### config.mk
export PLATFORM = sky130hd
export DESIGN_NAME = pbc_seq
export DESIGN_NICKNAME = d
export VERILOG_FILES = /design/src/hw/rtl/assert_macros.svh /design/src/hw/rtl/pbc_pkg.sv /design/src/hw/rtl/pbc_seq.sv
export SDC_FILE = /design/constraint.sdc
export NUM_CORES = 1
export LEC_CHECK = 0
export BUFFER_PORTS_ARGS = -buffer_cell sky130_fd_sc_hd__buf_4
export CORE_MARGIN = 5
export CORE_UTILIZATION = 45
export CTS_BUF_LIST = sky130_fd_sc_hd__clkbuf_4 sky130_fd_sc_hd__clkbuf_8
export CTS_CLUSTER_DIAMETER = 80
export DETAILED_ROUTE_END_ITERATION = 8
export HOLD_SLACK_MARGIN = 0.02
export PLACE_DENSITY = 0.82
export SLEW_MARGIN = 20
export SYNTH_ARGS = -nofsm -noshare
export SYNTH_HDL_FRONTEND = slang
export SYNTH_SLANG_ARGS = --single-unit
### constraint.sdc
create_clock -name clock -period 5.1 [get_ports clock]
set_clock_uncertainty 0.05 [all_clocks]
set_input_delay 0 -clock clock [delete_from_list [all_inputs] [get_ports clock]]
set_output_delay 0 -clock clock [all_outputs]
set_load 0.005 [all_outputs]
### src/hw/rtl/assert_macros.svh
// Assertion helpers for the RTL; included by the top-level decoder.
`ifndef ASSERT_MACROS_SVH
`define ASSERT_MACROS_SVH

// Same-cycle implication, off while reset is high.
`define PBC_ASSERT_NOW(label, clk, rst, ante, cons) \
   label: assert property (@(posedge clk) disable iff (rst) (ante) |-> (cons)) \
      else $error("assertion failed: %m");

// Next-cycle implication, checked through reset too.
`define PBC_ASSERT_NEXT(label, clk, ante, cons) \
   label: assert property (@(posedge clk) (ante) |=> (cons)) \
      else $error("assertion failed: %m");

`endif

### src/hw/rtl/pbc_pkg.sv
package pbc_pkg;

   localparam int MAX_WIDTH_DEF  = 1024;
   localparam int MAX_PLANES_DEF = 8;

   localparam int WIDTH_CFG_W  = 11;
   localparam int HEIGHT_W     = 16;
   localparam int PLANES_CFG_W = 4;
   localparam int BYTE_W       = 8;
   localparam int CNT_W        = 8;
   localparam int WORD_W       = 16;
   localparam int LANE_W       = 64;
   localparam int LINE_W       = 2 * LANE_W;
   localparam int WCOL_W       = 6;
   localparam int VCNT_W       = 5;
   localparam int PSH_W        = 3;
   localparam int CSR_IDX_W    = 2;
   localparam int CSR_DATA_W   = 16;
   localparam int QUEUE_DEPTH  = 2;

   localparam logic [WIDTH_CFG_W-1:0]  WIDTH_RST  = 11'd320;
   localparam logic [HEIGHT_W-1:0]     HEIGHT_RST = 16'd200;
   localparam logic [PLANES_CFG_W-1:0] PLANES_RST = 4'd5;
   localparam logic                    RLE_RST    = 1'b1;

   localparam logic [BYTE_W-1:0] HDR_NOP  = 8'h80;
   localparam logic [BYTE_W:0]   REP_BASE = 9'd257;

   typedef enum logic [CSR_IDX_W-1:0] {
      CSR_WIDTH  = 2'd0,
      CSR_HEIGHT = 2'd1,
      CSR_PLANES = 2'd2,
      CSR_RLE    = 2'd3
   } csr_index_type;

   typedef enum logic [1:0] {
      PH_HEADER,
      PH_LITERAL,
      PH_REPEAT
   } rle_phase_type;

   typedef struct packed {
      logic [WIDTH_CFG_W-1:0]  image_width;
      logic [HEIGHT_W-1:0]     image_height;
      logic [PLANES_CFG_W-1:0] num_planes;
      logic                    rle_enable;
   } cfg_type;

   typedef struct packed {
      logic              start;
      logic [BYTE_W-1:0] body_byte;
      logic [CNT_W-1:0]  count;
   } cmd_type;

   typedef struct packed {
      logic has_word;
      logic emit;
      logic last;
      logic done;
   } word_ctl_type;

endpackage

### src/hw/rtl/pbc_seq.sv
module pbc_seq #(
   parameter int MAX_WIDTH  = pbc_pkg::MAX_WIDTH_DEF,
   parameter int MAX_PLANES = pbc_pkg::MAX_PLANES_DEF,
   localparam int MAX_WORDS = (MAX_WIDTH + 15) / 16,
   localparam int CLW       = (MAX_WORDS > 1) ? $clog2(MAX_WORDS) : 1
) (
   input  logic                        clock,
   input  logic                        reset,
   input  pbc_pkg::cfg_type            cfg,
   input  logic                        q_valid,
   input  pbc_pkg::cmd_type            q_cmd,
   output logic                        q_pop,
   output logic                        ent_valid,
   input  logic                        ent_ready,
   output pbc_pkg::word_ctl_type       ent_ctl,
   output logic [pbc_pkg::WORD_W-1:0]  ent_word,
   output logic [CLW-1:0]              ent_col,
   output logic [pbc_pkg::PSH_W-1:0]   ent_plane,
   output logic [pbc_pkg::HEIGHT_W-1:0] ent_row,
   output logic [pbc_pkg::WCOL_W-1:0]  ent_wcol,
   output logic [pbc_pkg::VCNT_W-1:0]  ent_vcnt
);
   import pbc_pkg::*;

   localparam int WW  = $clog2(MAX_WIDTH + 1);
   localparam int CW  = ((WW > WIDTH_CFG_W) ? WW : WIDTH_CFG_W) + 1;
   localparam int PPW = (MAX_PLANES > 1) ? $clog2(MAX_PLANES) : 1;

   logic                    cur_v_ff, cur_v_in;
   logic [BYTE_W-1:0]       byte_ff, byte_in, held_ff, held_in;
   logic [CNT_W-1:0]        cnt_ff, cnt_in;
   logic                    half_ff, half_in;
   logic [CLW-1:0]          wp_ff, wp_in;
   logic [PPW-1:0]          pl_ff, pl_in;
   logic [HEIGHT_W-1:0]     row_ff, row_in;
   logic                    fin_ff, fin_in;

   logic [CW-1:0]           w_ext, eff_w, words, base, rem_w;
   logic [PLANES_CFG_W-1:0] eff_p, pl_next;
   logic [HEIGHT_W:0]       row_next;
   logic                    wrap_w, wrap_p, wrap_r, emit_c, step, run_end;
   logic [WORD_W-1:0]       raw_word;

   always_comb begin
      w_ext = CW'(cfg.image_width);
      if (w_ext == '0) begin
         eff_w = CW'(1);
      end else if (w_ext > CW'(MAX_WIDTH)) begin
         eff_w = CW'(MAX_WIDTH);
      end else begin
         eff_w = w_ext;
      end
      words = (eff_w + CW'(15)) >> 4;
      if (cfg.num_planes == '0) begin
         eff_p = PLANES_CFG_W'(1);
      end else if (cfg.num_planes > PLANES_CFG_W'(MAX_PLANES)) begin
         eff_p = PLANES_CFG_W'(MAX_PLANES);
      end else begin
         eff_p = cfg.num_planes;
      end
      base     = CW'({wp_ff, 4'b0000});
      rem_w    = eff_w - base;
      ent_vcnt = '0;
      if (eff_w > base) begin
         ent_vcnt = (rem_w > CW'(16)) ? VCNT_W'(16) : VCNT_W'(rem_w);
      end
      raw_word = {held_ff, byte_ff};
      for (int i = 0; i < WORD_W; i++) begin
         ent_word[WORD_W-1-i] = raw_word[WORD_W-1-i] && (VCNT_W'(i) < ent_vcnt);
      end
      wrap_w   = (CW'(wp_ff) + CW'(1)) >= words;
      pl_next  = PLANES_CFG_W'(pl_ff) + PLANES_CFG_W'(1);
      wrap_p   = pl_next >= eff_p;
      emit_c   = pl_next == eff_p;
      row_next = {1'b0, row_ff} + (HEIGHT_W+1)'(1);
      wrap_r   = row_next >= {1'b0, cfg.image_height};
   end

   assign step = cur_v_ff && ent_ready;

   always_comb begin
      cur_v_in = cur_v_ff;
      byte_in  = byte_ff;
      cnt_in   = cnt_ff;
      half_in  = half_ff;
      held_in  = held_ff;
      wp_in    = wp_ff;
      pl_in    = pl_ff;
      row_in   = row_ff;
      fin_in   = fin_ff;
      run_end  = 1'b0;
      if (step) begin
         cnt_in = cnt_ff - CNT_W'(1);
         if (!half_ff) begin
            held_in = byte_ff;
            half_in = 1'b1;
            run_end = (cnt_ff == CNT_W'(1));
         end else begin
            half_in = 1'b0;
            if (wrap_w) begin
               wp_in = '0;
               if (wrap_p) begin
                  pl_in  = '0;
                  row_in = row_next[HEIGHT_W-1:0];
                  if (wrap_r) begin
                     fin_in = 1'b1;
                  end
               end else begin
                  pl_in = pl_ff + PPW'(1);
               end
            end else begin
               wp_in = wp_ff + CLW'(1);
            end
            run_end = (cnt_ff == CNT_W'(1)) || (wrap_w && wrap_p && wrap_r);
         end
         cur_v_in = !run_end;
      end
      q_pop = q_valid && (!cur_v_ff || (step && run_end));
      if (q_pop) begin
         if (q_cmd.start) begin
            half_in = 1'b0;
            held_in = '0;
            wp_in   = '0;
            pl_in   = '0;
            row_in  = '0;
            fin_in  = 1'b0;
         end
         if (cfg.image_height == '0) begin
            fin_in = 1'b1;
         end
         cur_v_in = (q_cmd.count != '0) && !fin_in;
         byte_in  = q_cmd.body_byte;
         cnt_in   = q_cmd.count;
      end
   end

   always_comb begin
      ent_valid        = step && (half_ff || run_end);
      ent_ctl.has_word = half_ff;
      ent_ctl.emit     = half_ff && emit_c;
      ent_ctl.last     = run_end;
      ent_ctl.done     = wrap_r && wrap_w;
      ent_col          = wp_ff;
      ent_plane        = PSH_W'(pl_ff);
      ent_row          = row_ff;
      ent_wcol         = WCOL_W'(wp_ff);
   end

   always_ff @(posedge clock) begin
      byte_ff <= byte_in;
      cnt_ff  <= cnt_in;
      held_ff <= held_in;
   end

   always_ff @(posedge clock) begin
      if (reset) begin
         cur_v_ff <= 1'b0;
         half_ff  <= 1'b0;
         wp_ff    <= '0;
         pl_ff    <= '0;
         row_ff   <= '0;
         fin_ff   <= 1'b0;
      end else begin
         cur_v_ff <= cur_v_in;
         half_ff  <= half_in;
         wp_ff    <= wp_in;
         pl_ff    <= pl_in;
         row_ff   <= row_in;
         fin_ff   <= fin_in;
      end
   end

endmodule

After elaboration in Yosys (flattened, before gate mapping)
Index checks and enable logic that the tools add are counted. W data, S select, Z words.

Reductions and logical operators: 36. Add/subtract/negate cells: 8. Equality and inequality tests: 2. Muxes and demuxes: 47. $lt $le $gt $ge: 23.

Operators by type and width (number): $mux W16 (6); $mux W8 (6); $lt A4 B5 Y1 const A (8); $mux W6 (5); $logic_and A1 B1 Y1 (25); $lt A3 B5 Y1 const A (4); $mux W1 (18); $mux W3 (6); $add A16 B1 Y17 const B (1); $ge A17 B16 Y1 (1); $logic_not A16 Y1 (1); $add A12 B4 Y12 const B (1); $gt A12 B10 Y1 (1); $gt A12 B5 Y1 const B (1); $mux W12 (1); $sub A12 B10 Y12 (1); $gt A11 B11 Y1 const B (1); $logic_not A11 Y1 (1); $mux W11 (1); $lt A1 B5 Y1 const A (2); $lt A2 B5 Y1 const A (2); $mux W5 (2); $eq A8 B1 Y1 const B (1); $ge A7 B8 Y1 (1); other kinds (14) (19).

Word-level logic and storage cells: 125. Input bits: 53. Register bits after elaboration: 52. Output and inout port bits: 58.

Longest topological paths before layout
Gate-level depths: netlist (run 1).

Depth in word-level cells: 18. Gate-level depth with buffers: 16. Gate-level depth less buffers: 15.

Worst setup path before layout (run 1)
Ideal clock, no wire load.

Kind: input port to flip-flop. From: in cfg[31] (netlist name). To: reg byte_ff[0] (enable). Path slack: 1146 ps. Path buffers: 2. Arrival time: 3573 ps. Stages: 16. Library setup time: 331 ps. Required time: 4719 ps. Path through: clkbuf_1 or4_1 a2bb2oi_1 nor3_1 nand3_1 xor2_1 or2_2 ha_1 and3_1 o211ai_1 o21ai_0 a41oi_2 a31o_2 nand2b_4 buf_6 inv_1.

Cells in the longest elaborated chain, start to end: 14. Elaborated cells between the ends (all ways): 15. Classes of those cells: add/sub: 1; order compare: 2; mux: 5; reduce/logical: 7.

Ends and longest elaborated chain: start: declaration (RTL line pbc_seq.sv:9) `input pbc_pkg::cfg_type cfg,`; $gt A11 B11 Y1 (RTL line pbc_seq.sv:48) `end else if (w_ext > CW'(MAX_WIDTH)) begin`; $mux W11 (RTL line pbc_seq.sv:48); $mux W12 (*) (RTL line pbc_seq.sv:46) `if (w_ext == '0) begin`; $add A12 B4 Y12 (*) (RTL line pbc_seq.sv:53) `words = (eff_w + CW'(15)) >> 4;`; $ge A7 B8 Y1 (*) (RTL line pbc_seq.sv:71) `wrap_w = (CW'(wp_ff) + CW'(1)) >= words;`; $logic_and A1 B1 Y1 (*) (2 in a row) (RTL line pbc_seq.sv:114) `run_end = (cnt_ff == CNT_W'(1)) || (wrap_w && wrap_p && wrap_r);`; $logic_or A1 B1 Y1 (*) (RTL line pbc_seq.sv:114); $mux W1 (*) (RTL line pbc_seq.sv:94) `if (!half_ff) begin`; $mux W1 (*) (2 in a row) (RTL line pbc_seq.sv:92) `if (step) begin`; $logic_and A1 B1 Y1 (*) (RTL line pbc_seq.sv:118) `q_pop = q_valid && (!cur_v_ff || (step && run_end));`; $logic_or A1 B1 Y1 (*) (RTL line pbc_seq.sv:118); $logic_and A1 B1 Y1 (*) (RTL line pbc_seq.sv:118); net q_pop (RTL line pbc_seq.sv:12) `output logic q_pop,`; end signal: assignment (RTL line pbc_seq.sv:150) `byte_ff <= byte_in;`; end: declaration (RTL line pbc_seq.sv:30) `logic [BYTE_W-1:0] byte_ff, byte_in, held_ff, held_in;`.

Mark *: on every way through the listed nets, which the timed path passes. The rest lies on a longest branch. The select of a mux whose other input is x is not followed. A chain may end at the register's enable or synchronous reset.

Final worst setup path (run 1)
From: reg row_ff[0] (netlist: ent_row[0]). To: out q_pop.

Cells in the longest elaborated chain, start to end: 10.

Ends and longest elaborated chain: start: declaration (RTL line pbc_seq.sv:35) `logic [HEIGHT_W-1:0] row_ff, row_in;`; start signal: assignment (RTL line pbc_seq.sv:168) `row_ff <= row_in;`; $add A16 B1 Y17 (RTL line pbc_seq.sv:75) `row_next = {1'b0, row_ff} + (HEIGHT_W+1)'(1);`; $ge A17 B16 Y1 (RTL line pbc_seq.sv:76) `wrap_r = row_next >= {1'b0, cfg.image_height};`; $logic_and A1 B1 Y1 (RTL line pbc_seq.sv:114); $logic_or A1 B1 Y1 (RTL line pbc_seq.sv:114); $mux W1 (RTL line pbc_seq.sv:94); $mux W1 (2 in a row) (RTL line pbc_seq.sv:92); $logic_and A1 B1 Y1 (RTL line pbc_seq.sv:118); $logic_or A1 B1 Y1 (RTL line pbc_seq.sv:118); $logic_and A1 B1 Y1 (RTL line pbc_seq.sv:118); end: declaration (RTL line pbc_seq.sv:12).

No other way between the ends. The select of a mux whose other input is x is not followed.

==> flow_summary.toml, run 1 <==
[sta]
slew_violations = 0
finalHoldViolCount = 0
finalCritPeriodShare_pct = 87.09
min_period_ns = 4.442
fin_setup_tns_ns = 0
slew_headroom_pct = 51.48
max_freq_ghz = 0.2251
final.setup.worst_slack_ns = 0.6583
setup_viol = 0
rsz0062_at_grt = "no"
tightest_slew_ns = 0.7230

[grt]
antenna_found_initial = 0
grt_max_degree = 22
overflow = 0
grt_use_total_pct = 19.78
grt_pass1_wl_mm = 18.46
grt_pass1_vias = 3972

[worst_setup_path]
cp_num_buf_inv = 2
critical_path_class = "reg2out"
rrSetupSlack_ns = 0.80
crit_fanout = 10
cpMostUsedCell = "nand3_1"
critPathCaptureType = "output pin"
max_stage_delay_ns = 0.53
critical_path.slowest_cell = "nor4_2"
critPathTopFamily = "simple AND/OR/NAND/NOR gates"
cp-start-kind = "flip-flop"
path_cells = "ha_1, nand3_1, nor4_2, nand3_1, nor2_1, xor2_1, ha_1, nand3_1, nor3_1, o311ai_0, and4_1, a31o_2, nand2b_4, inv_1, buf_4"
cp.required_ns = 5.05
cp.arrival_ns = 4.39

[clocking]
cts_num_sinks = 52
cts_tree = "built"
cts.repair.resized = 0
cts_root_buf = "clkbuf_8"
clk_latency_ns = 0.31
cts_buffers = 5
cts_max_level = 2
path_clk_slew_ns = 0.11
cts_buffer_depth = 2

[power_and_ir_drop]
p_leak_nw = 2.441
vdd_ir_drop_max_uv = 120.9
powerDensity_nw_per_um2 = 205.7

[yosys]
synthSimpleGateAreaFrac_pct = 25.08
synth-async-reset-ratio_pct = 0
synth_cell_types = 58
synth_top_family_by_area = "simple AND/OR/NAND/NOR gates"
synth_area_sq_um = 4121
synth_compound_area_share_pct = 14.51
syn_inst = 500
synth_xor_xnor_area_share_pct = 10.20
synthMuxAreaShare_pct = 2.914
synth_seq_cells = 52
synth_area_leaders = "dfxtp_1, edfxtp_1, ha_1"
yosysWarnings = 0
syn-num-nets = 592
synth_largest_area_cell = "dfxtp_1"
synth_edf_count = 16
synth_area_per_cell_sq_um = 8.243
synth_top_area_share_pct = 17.49
synthAdderAreaFrac_pct = 12.02
synth-seq-area-share_pct = 29.14
yosys_most_used_dff = "dfxtp_1"

[place]
dp_hpwl_mm = 8.699
place_congestion = 0.8987
io_buffer_count = 109
post-place-ws_ns = 0.7156

[route]
vias = 4026
wirelength_mm = 11.08
drc = 0
vias_per_cell = 5.470
avgRoutedWirePerCell_um = 15.05
ant_nets = 0
drt_iter0_drc = 208
first_pass_iters = 4

[die]
dieArea_sq_um = 11170
ios = 111
rows = 35
dieWidth_um = 105.7
core_area_sq_um = 9065
initial_core_util_pct = 45.47
die_h_um = 105.7

[worst_hold_path]
hold_path.class = "in2reg"

[finish]
diodes = 0
drive_gt1_share_pct = 22.88
area_growth_pct = 29.17
final_nets = 716

[job]
max_cap_violations = 0

[outcome]
status = "complete, no violations"
## synthesized netlist by cell type (all sizes together), types with 5 or more instances
library cell	n
edfxtp	16
a22oi	5
mux2	6
ha	38
dfxtp	36
nor2b	7
nor2	53
nor4	11
nand4	7
a21boi	7
nand2	64
or2	5
o21ai	15
nand3	17
buf	12
xnor2	22
xor2	26
a21oi	30
o21a	5
nor3	15
nand2b	5
inv	39
## through the flow
| step | cells | power, mW | hold WS, ns | util [%] | instance area (sq um) |
|---|---|---|---|---|---|
| after floorplan | 500 | 0.6694 | 0.04806 | - | 4121 |
| after global placement | 708 | 0.7765 | 0.1306 | 55.18 | 5002 |
| after detailed placement | 708 | 0.7880 | 0.1294 | 55.18 | 5002 |
| after CTS | 736 | 1.096 | 0.02033 | 58.73 | 5324 |
| after global routing | 736 | 1.153 | 0.06439 | 58.73 | 5324 |
| final | 736 | 1.095 | 0.02736 | 58.73 | 5324 |
## area by class of cell
type / instances / area, sq um
multi-input combinational: 393 / 2668
fill: 767 / 3741
tap: 111 / 138.9
inverter: 39 / 146.4
clock buffer: 6 / 82.58
timing repair buffer: 133 / 1049
clock inverter: 2 / 38.79
sequential: 52 / 1201
## path summary, 6_finish.rpt
check	start	to	cells past startpoint
setup / recovery	ent_row[0]	q_pop	15
hold / removal	cfg[15]	fin_ff	4
setup reg to reg	ent_row[0]	fin_ff	15
hold reg to reg	held_ff[4]	held_ff[4]	2
## metal layers
metal / vias to the layer above / global-route usage, % / wire [um]
met5: - / 0 / 0
met4: 0 / 6.383 / 265
met3: 26 / 3.980 / 632
met2: 126 / 34.34 / 5416
met1: 1871 / 24.49 / 4764
li1: 2003 / - / -
## what timing repair did
action | in CTS | in global routing
setup buffers | 0 | 0
endpoints found under the hold margin | 18 | 0
hold buffers | 20 | 0
## flip-flops by register name (all words and copies together), names as in the netlist
name       cells
half_ff        1
cur_v_ff       1
ent_col        6
fin_ff         1
cnt_ff         8
ent_row       16
byte_ff        8
ent_plane      3
held_ff        8
## report_power, final
group          switching, mW  internal, mW
combinational          0.143         0.156
sequential            0.0269         0.469
clock                  0.140         0.161
## worst register-to-register path: stages, from the launching register on
cell and delay [ns]:
dfxtp_1 0.45, ha_1 0.27, nand3_1 0.24, nor4_2 0.53, nand3_1 0.24, nor2_1 0.17
xor2_1 0.08, ha_1 0.30, nand3_1 0.09, nor3_1 0.28, o311ai_0 0.22, and4_1 0.22
a311oi_2 0.26, buf_4 0.24, or2_2 0.43, o32ai_2 0.13
## placed cells by master (no fill, tap or decap), types with 3 or more instances in the layout
cell type | netlist | routed
or4_1 | 3 | 3
a22oi_1 | 5 | 5
o21ai_0 | 14 | 13
nor4_1 | 10 | 10
nand4_1 | 7 | 7
ha_1 | 38 | 38
dlygate4sd3_1 | 0 | 20
dfxtp_1 | 36 | 36
buf_4 | 10 | 113
a21oi_1 | 30 | 30
and3_1 | 4 | 4
nand2b_1 | 4 | 4
or2_2 | 5 | 5
mux2_4 | 6 | 6
a211oi_1 | 4 | 4
xnor2_1 | 22 | 22
o21a_1 | 5 | 5
nand2_1 | 64 | 64
nor2_1 | 53 | 53
edfxtp_1 | 16 | 16
nor2b_1 | 7 | 7
inv_1 | 39 | 39
nor3_1 | 15 | 15
clkbuf_8 | 0 | 6
a21boi_0 | 7 | 7
xor2_1 | 26 | 26
mux2i_1 | 3 | 3
and2_1 | 4 | 4
nor3b_1 | 3 | 3
nand3_1 | 17 | 17
o211ai_1 | 3 | 3
## cells by family (layout without fill, tap and decap cells)
kind of cell    Yosys count  in the layout
compound gates           89             89
fa+ha+maj                39             39
simple gates            208            208
xor+xnor                 48             48
mux                       9              9
flops                    52             52
buf+inv                  55            180
(Power assumes the default switching activity.)
==> run 2, diff against run 1 <==
--- a/config.mk
+++ b/config.mk
@@ -6,13 +6,16 @@
 export NUM_CORES = 1
 export LEC_CHECK = 0
 export BUFFER_PORTS_ARGS = -buffer_cell sky130_fd_sc_hd__buf_4
+export CELL_PAD_IN_SITES_DETAIL_PLACEMENT = 0
+export CELL_PAD_IN_SITES_GLOBAL_PLACEMENT = 1
 export CORE_MARGIN = 5
-export CORE_UTILIZATION = 45
+export CORE_UTILIZATION = 40
 export CTS_BUF_LIST = sky130_fd_sc_hd__clkbuf_4 sky130_fd_sc_hd__clkbuf_8
 export CTS_CLUSTER_DIAMETER = 80
 export DETAILED_ROUTE_END_ITERATION = 8
 export HOLD_SLACK_MARGIN = 0.02
-export PLACE_DENSITY = 0.82
+export PLACE_DENSITY = 0.95
+export REMOVE_ABC_BUFFERS = 1
 export SLEW_MARGIN = 20
 export SYNTH_ARGS = -nofsm -noshare
 export SYNTH_HDL_FRONTEND = slang
==> flow_summary.toml, run 2 (synthesis results as in run 1) <==
[clocking]
cts_buffer_depth = 2
cts_root_buf = "clkbuf_8"
path_clk_slew_ns = 0.09
cts_tree = "built"
cts_max_level = 2
cts_buffers = 5
clk_latency_ns = 0.31
cts_num_sinks = 52
cts.repair.resized = 0

[worst_setup_path]
max_stage_delay_ns = 0.59
cp-start-kind = "primary input"
cp.required_ns = 5.25
critPathCaptureType = "flip-flop"
cp.arrival_ns = 4.68
critical_path_class = "in2reg"
crit_fanout = 11
path_cells = "buf_4, or4_1, a2bb2oi_1, nor3_1, nand3_1, xor2_1, or2_2, ha_1, and3_1, o211ai_1, o21ai_0, and3_1, a21oi_1, o211ai_1, mux2i_1, dlygate4sd3_1"
critical_path.slowest_cell = "and3_1"

[die]
dieWidth_um = 111.5
die_h_um = 111.5
ios = 111
rows = 37
core_area_sq_um = 10180
dieArea_sq_um = 12430
initial_core_util_pct = 40.47

[power_and_ir_drop]
power_mw = 1.074
powerDensity_nw_per_um2 = 201.9
p_leak_nw = 2.417
vdd_ir_drop_max_uv = 101.3

[route]
top_layer_used = "met4"
ant_nets = 0
vias = 3955
drt_iter0_drc = 182
route.met2.wl_mm = 5.359
vias_per_cell = 5.218
dr_wl_met3_um = 664
wl_met1_mm = 4.860
wirelength_mm = 11.01
first_pass_iters = 4
avgRoutedWirePerCell_um = 14.53
drc = 0

[grt]
grt_max_degree = 22
antenna_found_initial = 0
grt_use_total_pct = 17.30
grt_pass1_vias = 3904
grt_pass1_wl_mm = 18.26
overflow = 0

[finish]
final_core_util_pct = 52.21
mostFrequentLayoutCells = "buf_4, nand2_1, nor2_1, inv_1, ha_1"
drive_gt1_share_pct = 22.83
stdcell_area_sq_um = 5318
final_cells = 758
diodes = 0
fill_cells = 997
final_common_cell = "buf_4"
area_growth_pct = 29.02
largest_reg_flops = 16
final_nets = 713

[sta]
setup_viol = 0
max_freq_ghz = 0.2207
fin_setup_tns_ns = 0
slew_violations = 0
tightest_slew_ns = 0.7406
finalCritPeriodShare_pct = 88.83
slew_headroom_pct = 50.30
whs_ns = 0.03320
rsz0062_at_grt = "no"
min_period_ns = 4.530
finalHoldViolCount = 0
final.setup.worst_slack_ns = 0.5696

[place]
io_buffer_count = 109
dp_hpwl_mm = 8.938
place_congestion = 0.9204
place_area_sq_um = 5026
post-place-ws_ns = 0.6417
post-place-cells = 732

[job]
max_cap_violations = 0

[outcome]
status = "complete, no violations"

[worst_hold_path]
hold_path.class = "in2reg"
[run 2: worst paths after layout]
path                   start    endpoint  slack (ns)  cells after the start
hold reg to reg   held_ff[3]  held_ff[3]        0.41                      2
hold / removal        cfg[9]      fin_ff        0.03                      4
setup / recovery     cfg[27]    cur_v_ff        0.57                     16
setup reg to reg  ent_row[0]  byte_ff[6]        0.83                     14
[run 2: metal layers]
metal / vias to the layer above / track usage (%)
met2: 128 / 29.84
met5: - / 0
li1: 1995 / -
met3: 12 / 3.207
met1: 1820 / 22.41
met4: 0 / 4.136
[run 2: repair_timing]
item | 4_1_cts | 5_1_grt
hold endpoints to repair | 18 | 0
buffers inserted | 0 | 0
hold buffers | 18 | 0
[run 2: where the power goes]
part | leakage [nW] | total, mW | switching [mW] | internal (mW)
clock | 0.0541 | 0.285 | 0.140 | 0.145
sequential | 0.444 | 0.494 | 0.0260 | 0.468
combinational | 1.92 | 0.294 | 0.140 | 0.154
total | 2.42 | 1.07 | 0.306 | 0.768
[run 2: layout make-up]
cell class,count,area (sq um),share of cell area [%]
tap,136,170.2,3.200
inverter,39,146.4,2.753
clock inverter,3,42.54,0.8000
clock buffer,5,68.82,1.294
sequential,52,1201,22.59
timing repair buffer,130,1021,19.20
multi-input combinational,393,2668,50.16
[run 2: worst max-delay path: cells and delay by family]
family / cells / cell delay [ns]
AOI/OAI and AO/OA: 5 / 1.25
xor gates and xnor gates: 1 / 0.16
adders and majority gates: 1 / 0.29
and+or+nand+nor: 6 / 2.22
muxes: 1 / 0.08
buffers and inverters: 2 / 0.67
==> run 3, diff against run 2 <==
--- a/config.mk
+++ b/config.mk
@@ -8,13 +8,13 @@
 export BUFFER_PORTS_ARGS = -buffer_cell sky130_fd_sc_hd__buf_4
 export CELL_PAD_IN_SITES_DETAIL_PLACEMENT = 0
 export CELL_PAD_IN_SITES_GLOBAL_PLACEMENT = 1
-export CORE_MARGIN = 5
+export CORE_MARGIN = 8
 export CORE_UTILIZATION = 40
 export CTS_BUF_LIST = sky130_fd_sc_hd__clkbuf_4 sky130_fd_sc_hd__clkbuf_8
 export CTS_CLUSTER_DIAMETER = 80
 export DETAILED_ROUTE_END_ITERATION = 8
 export HOLD_SLACK_MARGIN = 0.02
-export PLACE_DENSITY = 0.95
+export PLACE_DENSITY_LB_ADDON = 0.1
 export REMOVE_ABC_BUFFERS = 1
 export SLEW_MARGIN = 20
 export SYNTH_ARGS = -nofsm -noshare
==> flow_summary.toml, run 3 (synthesis results as in run 1) <==
[finish]
area_growth_pct = 28.84
largest_reg_flops = 16
diodes = 0
mostFrequentLayoutCells = "buf_4, nand2_1, nor2_1, inv_1, ha_1"
drive_gt1_share_pct = 22.79
final_nets = 714
final_common_cell = "buf_4"

[sta]
tightest_slew_ns = 0.9316
finalCritPeriodShare_pct = 92.73
setup_viol = 0
min_period_ns = 4.729
fin_setup_tns_ns = 0
finalHoldViolCount = 0
slew_violations = 0
max_freq_ghz = 0.2115
final.setup.worst_slack_ns = 0.3709
slew_headroom_pct = 37.32
rsz0062_at_grt = "no"

[clocking]
cts_buffer_depth = 2
cts_num_sinks = 52
clk_latency_ns = 0.31
cts_buffers = 5
path_clk_slew_ns = 0.11
cts_max_level = 2
cts_tree = "built"
cts_root_buf = "clkbuf_8"

[route]
first_pass_iters = 4
vias_per_cell = 5.116
drc = 0
ant_nets = 0
avgRoutedWirePerCell_um = 14.98
wirelength_mm = 11.37
drt_iter0_drc = 150
vias = 3883

[worst_setup_path]
crit_fanout = 21
critical_path_class = "reg2reg"
cp.arrival_ns = 4.89
rrSetupSlack_ns = 0.37
cp-start-kind = "flip-flop"
r2r-start = "ent_row[0]"
r2r_cells = 15
critPathCaptureType = "flip-flop"
cp.required_ns = 5.26
reg2reg_to = "fin_ff"

[place]
place_congestion = 0.8426
io_buffer_count = 109
dp_hpwl_mm = 9.201
post-place-ws_ns = 0.8345

[grt]
antenna_found_initial = 0
grt_pass1_wl_mm = 18.77
grt_use_total_pct = 15.99
grt_pass1_vias = 3954
grt_max_degree = 22
overflow = 0

[worst_hold_path]
hold_depth = 4
hp-start = "ent_ready"
min_to = "half_ff"
hold_path.class = "in2reg"

[die]
die_h_um = 117.5
rows = 37
core_area_sq_um = 10180
ios = 111
dieArea_sq_um = 13810
initial_core_util_pct = 40.47
dieWidth_um = 117.5

[outcome]
status = "complete, no violations"

[power_and_ir_drop]
p_leak_nw = 2.415
powerDensity_nw_per_um2 = 195.1
vdd_ir_drop_max_uv = 135.8

[job]
max_cap_violations = 0
run 3: cell count changes in the layout (fill, tap and decap cells not counted), sizes merged:
cell         previous run  this run
bufinv                  1         0
clkinv                  1         0
dlygate4sd3            18        19
inv                    39        41
run 3: final cells by class:
class	instances	area (sq um)
clock buffer	5	68.82
fill	1003	4875
timing repair buffer	131	1031
clock inverter	3	25.02
tap	136	170.2
multi-input combinational	393	2668
inverter	39	146.4
sequential	52	1201
run 3: worst max-delay path by stage:
stage                     startpoint         end  slack [ns]  cells past startpoint
after global routing      ent_row[0]      fin_ff        0.01                     15
after floorplan              cfg[27]      fin_ff        1.01                     14
after CTS                 ent_row[0]      fin_ff        0.40                     15
after global placement    ent_row[0]  byte_ff[2]        0.90                     14
final                     ent_row[0]      fin_ff        0.37                     15
after detailed placement  ent_row[0]  byte_ff[4]        0.83                     14
run 3: layer usage:
metal | GRT usage [%] | vias to the layer above | routed length, um
li1 | - | 1992 | -
met1 | 18.71 | 1804 | 5077
met2 | 28.83 | 78 | 5714
met3 | 3.597 | 9 | 460
met4 | 3.763 | 0 | 116
met5 | 0 | - | 0
run 3: power by group:
group | internal (mW) | switching (mW)
sequential | 0.469 | 0.0267
combinational | 0.154 | 0.139
clock | 0.100 | 0.147
total | 0.723 | 0.313
run 3: per-stage QoR:
stage | hold slack (ns) | util [%] | power [mW] | cells | cell area, sq um
5_1_grt | 0.1593 | 52.14 | 1.098 | 759 | 5310
3_5_place_dp | 0.1313 | 49.35 | 0.7892 | 732 | 5026
6_report | 0.1295 | 52.14 | 1.036 | 759 | 5310
2_1_floorplan | -0.005206 | - | 0.6624 | 484 | 4015
3_3_place_gp | 0.1300 | 49.35 | 0.7824 | 732 | 5026
4_1_cts | 0.1091 | 52.14 | 1.049 | 759 | 5310
run 3: critical path: stages, from the launching register on:
cell and delay, ns:
dfxtp_1 0.45, ha_1 0.24, nand3_1 0.23, nor4_2 0.56, nand3_1 0.27, nor2_1 0.18, xor2_1 0.09, ha_1 0.29
nand3_1 0.08, nor3_1 0.28, o311ai_0 0.22, and4_1 0.23, a311oi_2 0.30, or2_2 0.45, o32ai_2 0.13, dlygate4sd3_1 0.57
run 3: timing repair:
item / CTS / global route
resized for setup: 0 / 0
hold buffers: 19 / 0
setup buffers: 0 / 0
endpoints found under the setup margin: 0 / 0
hold endpoints to repair: 18 / 0
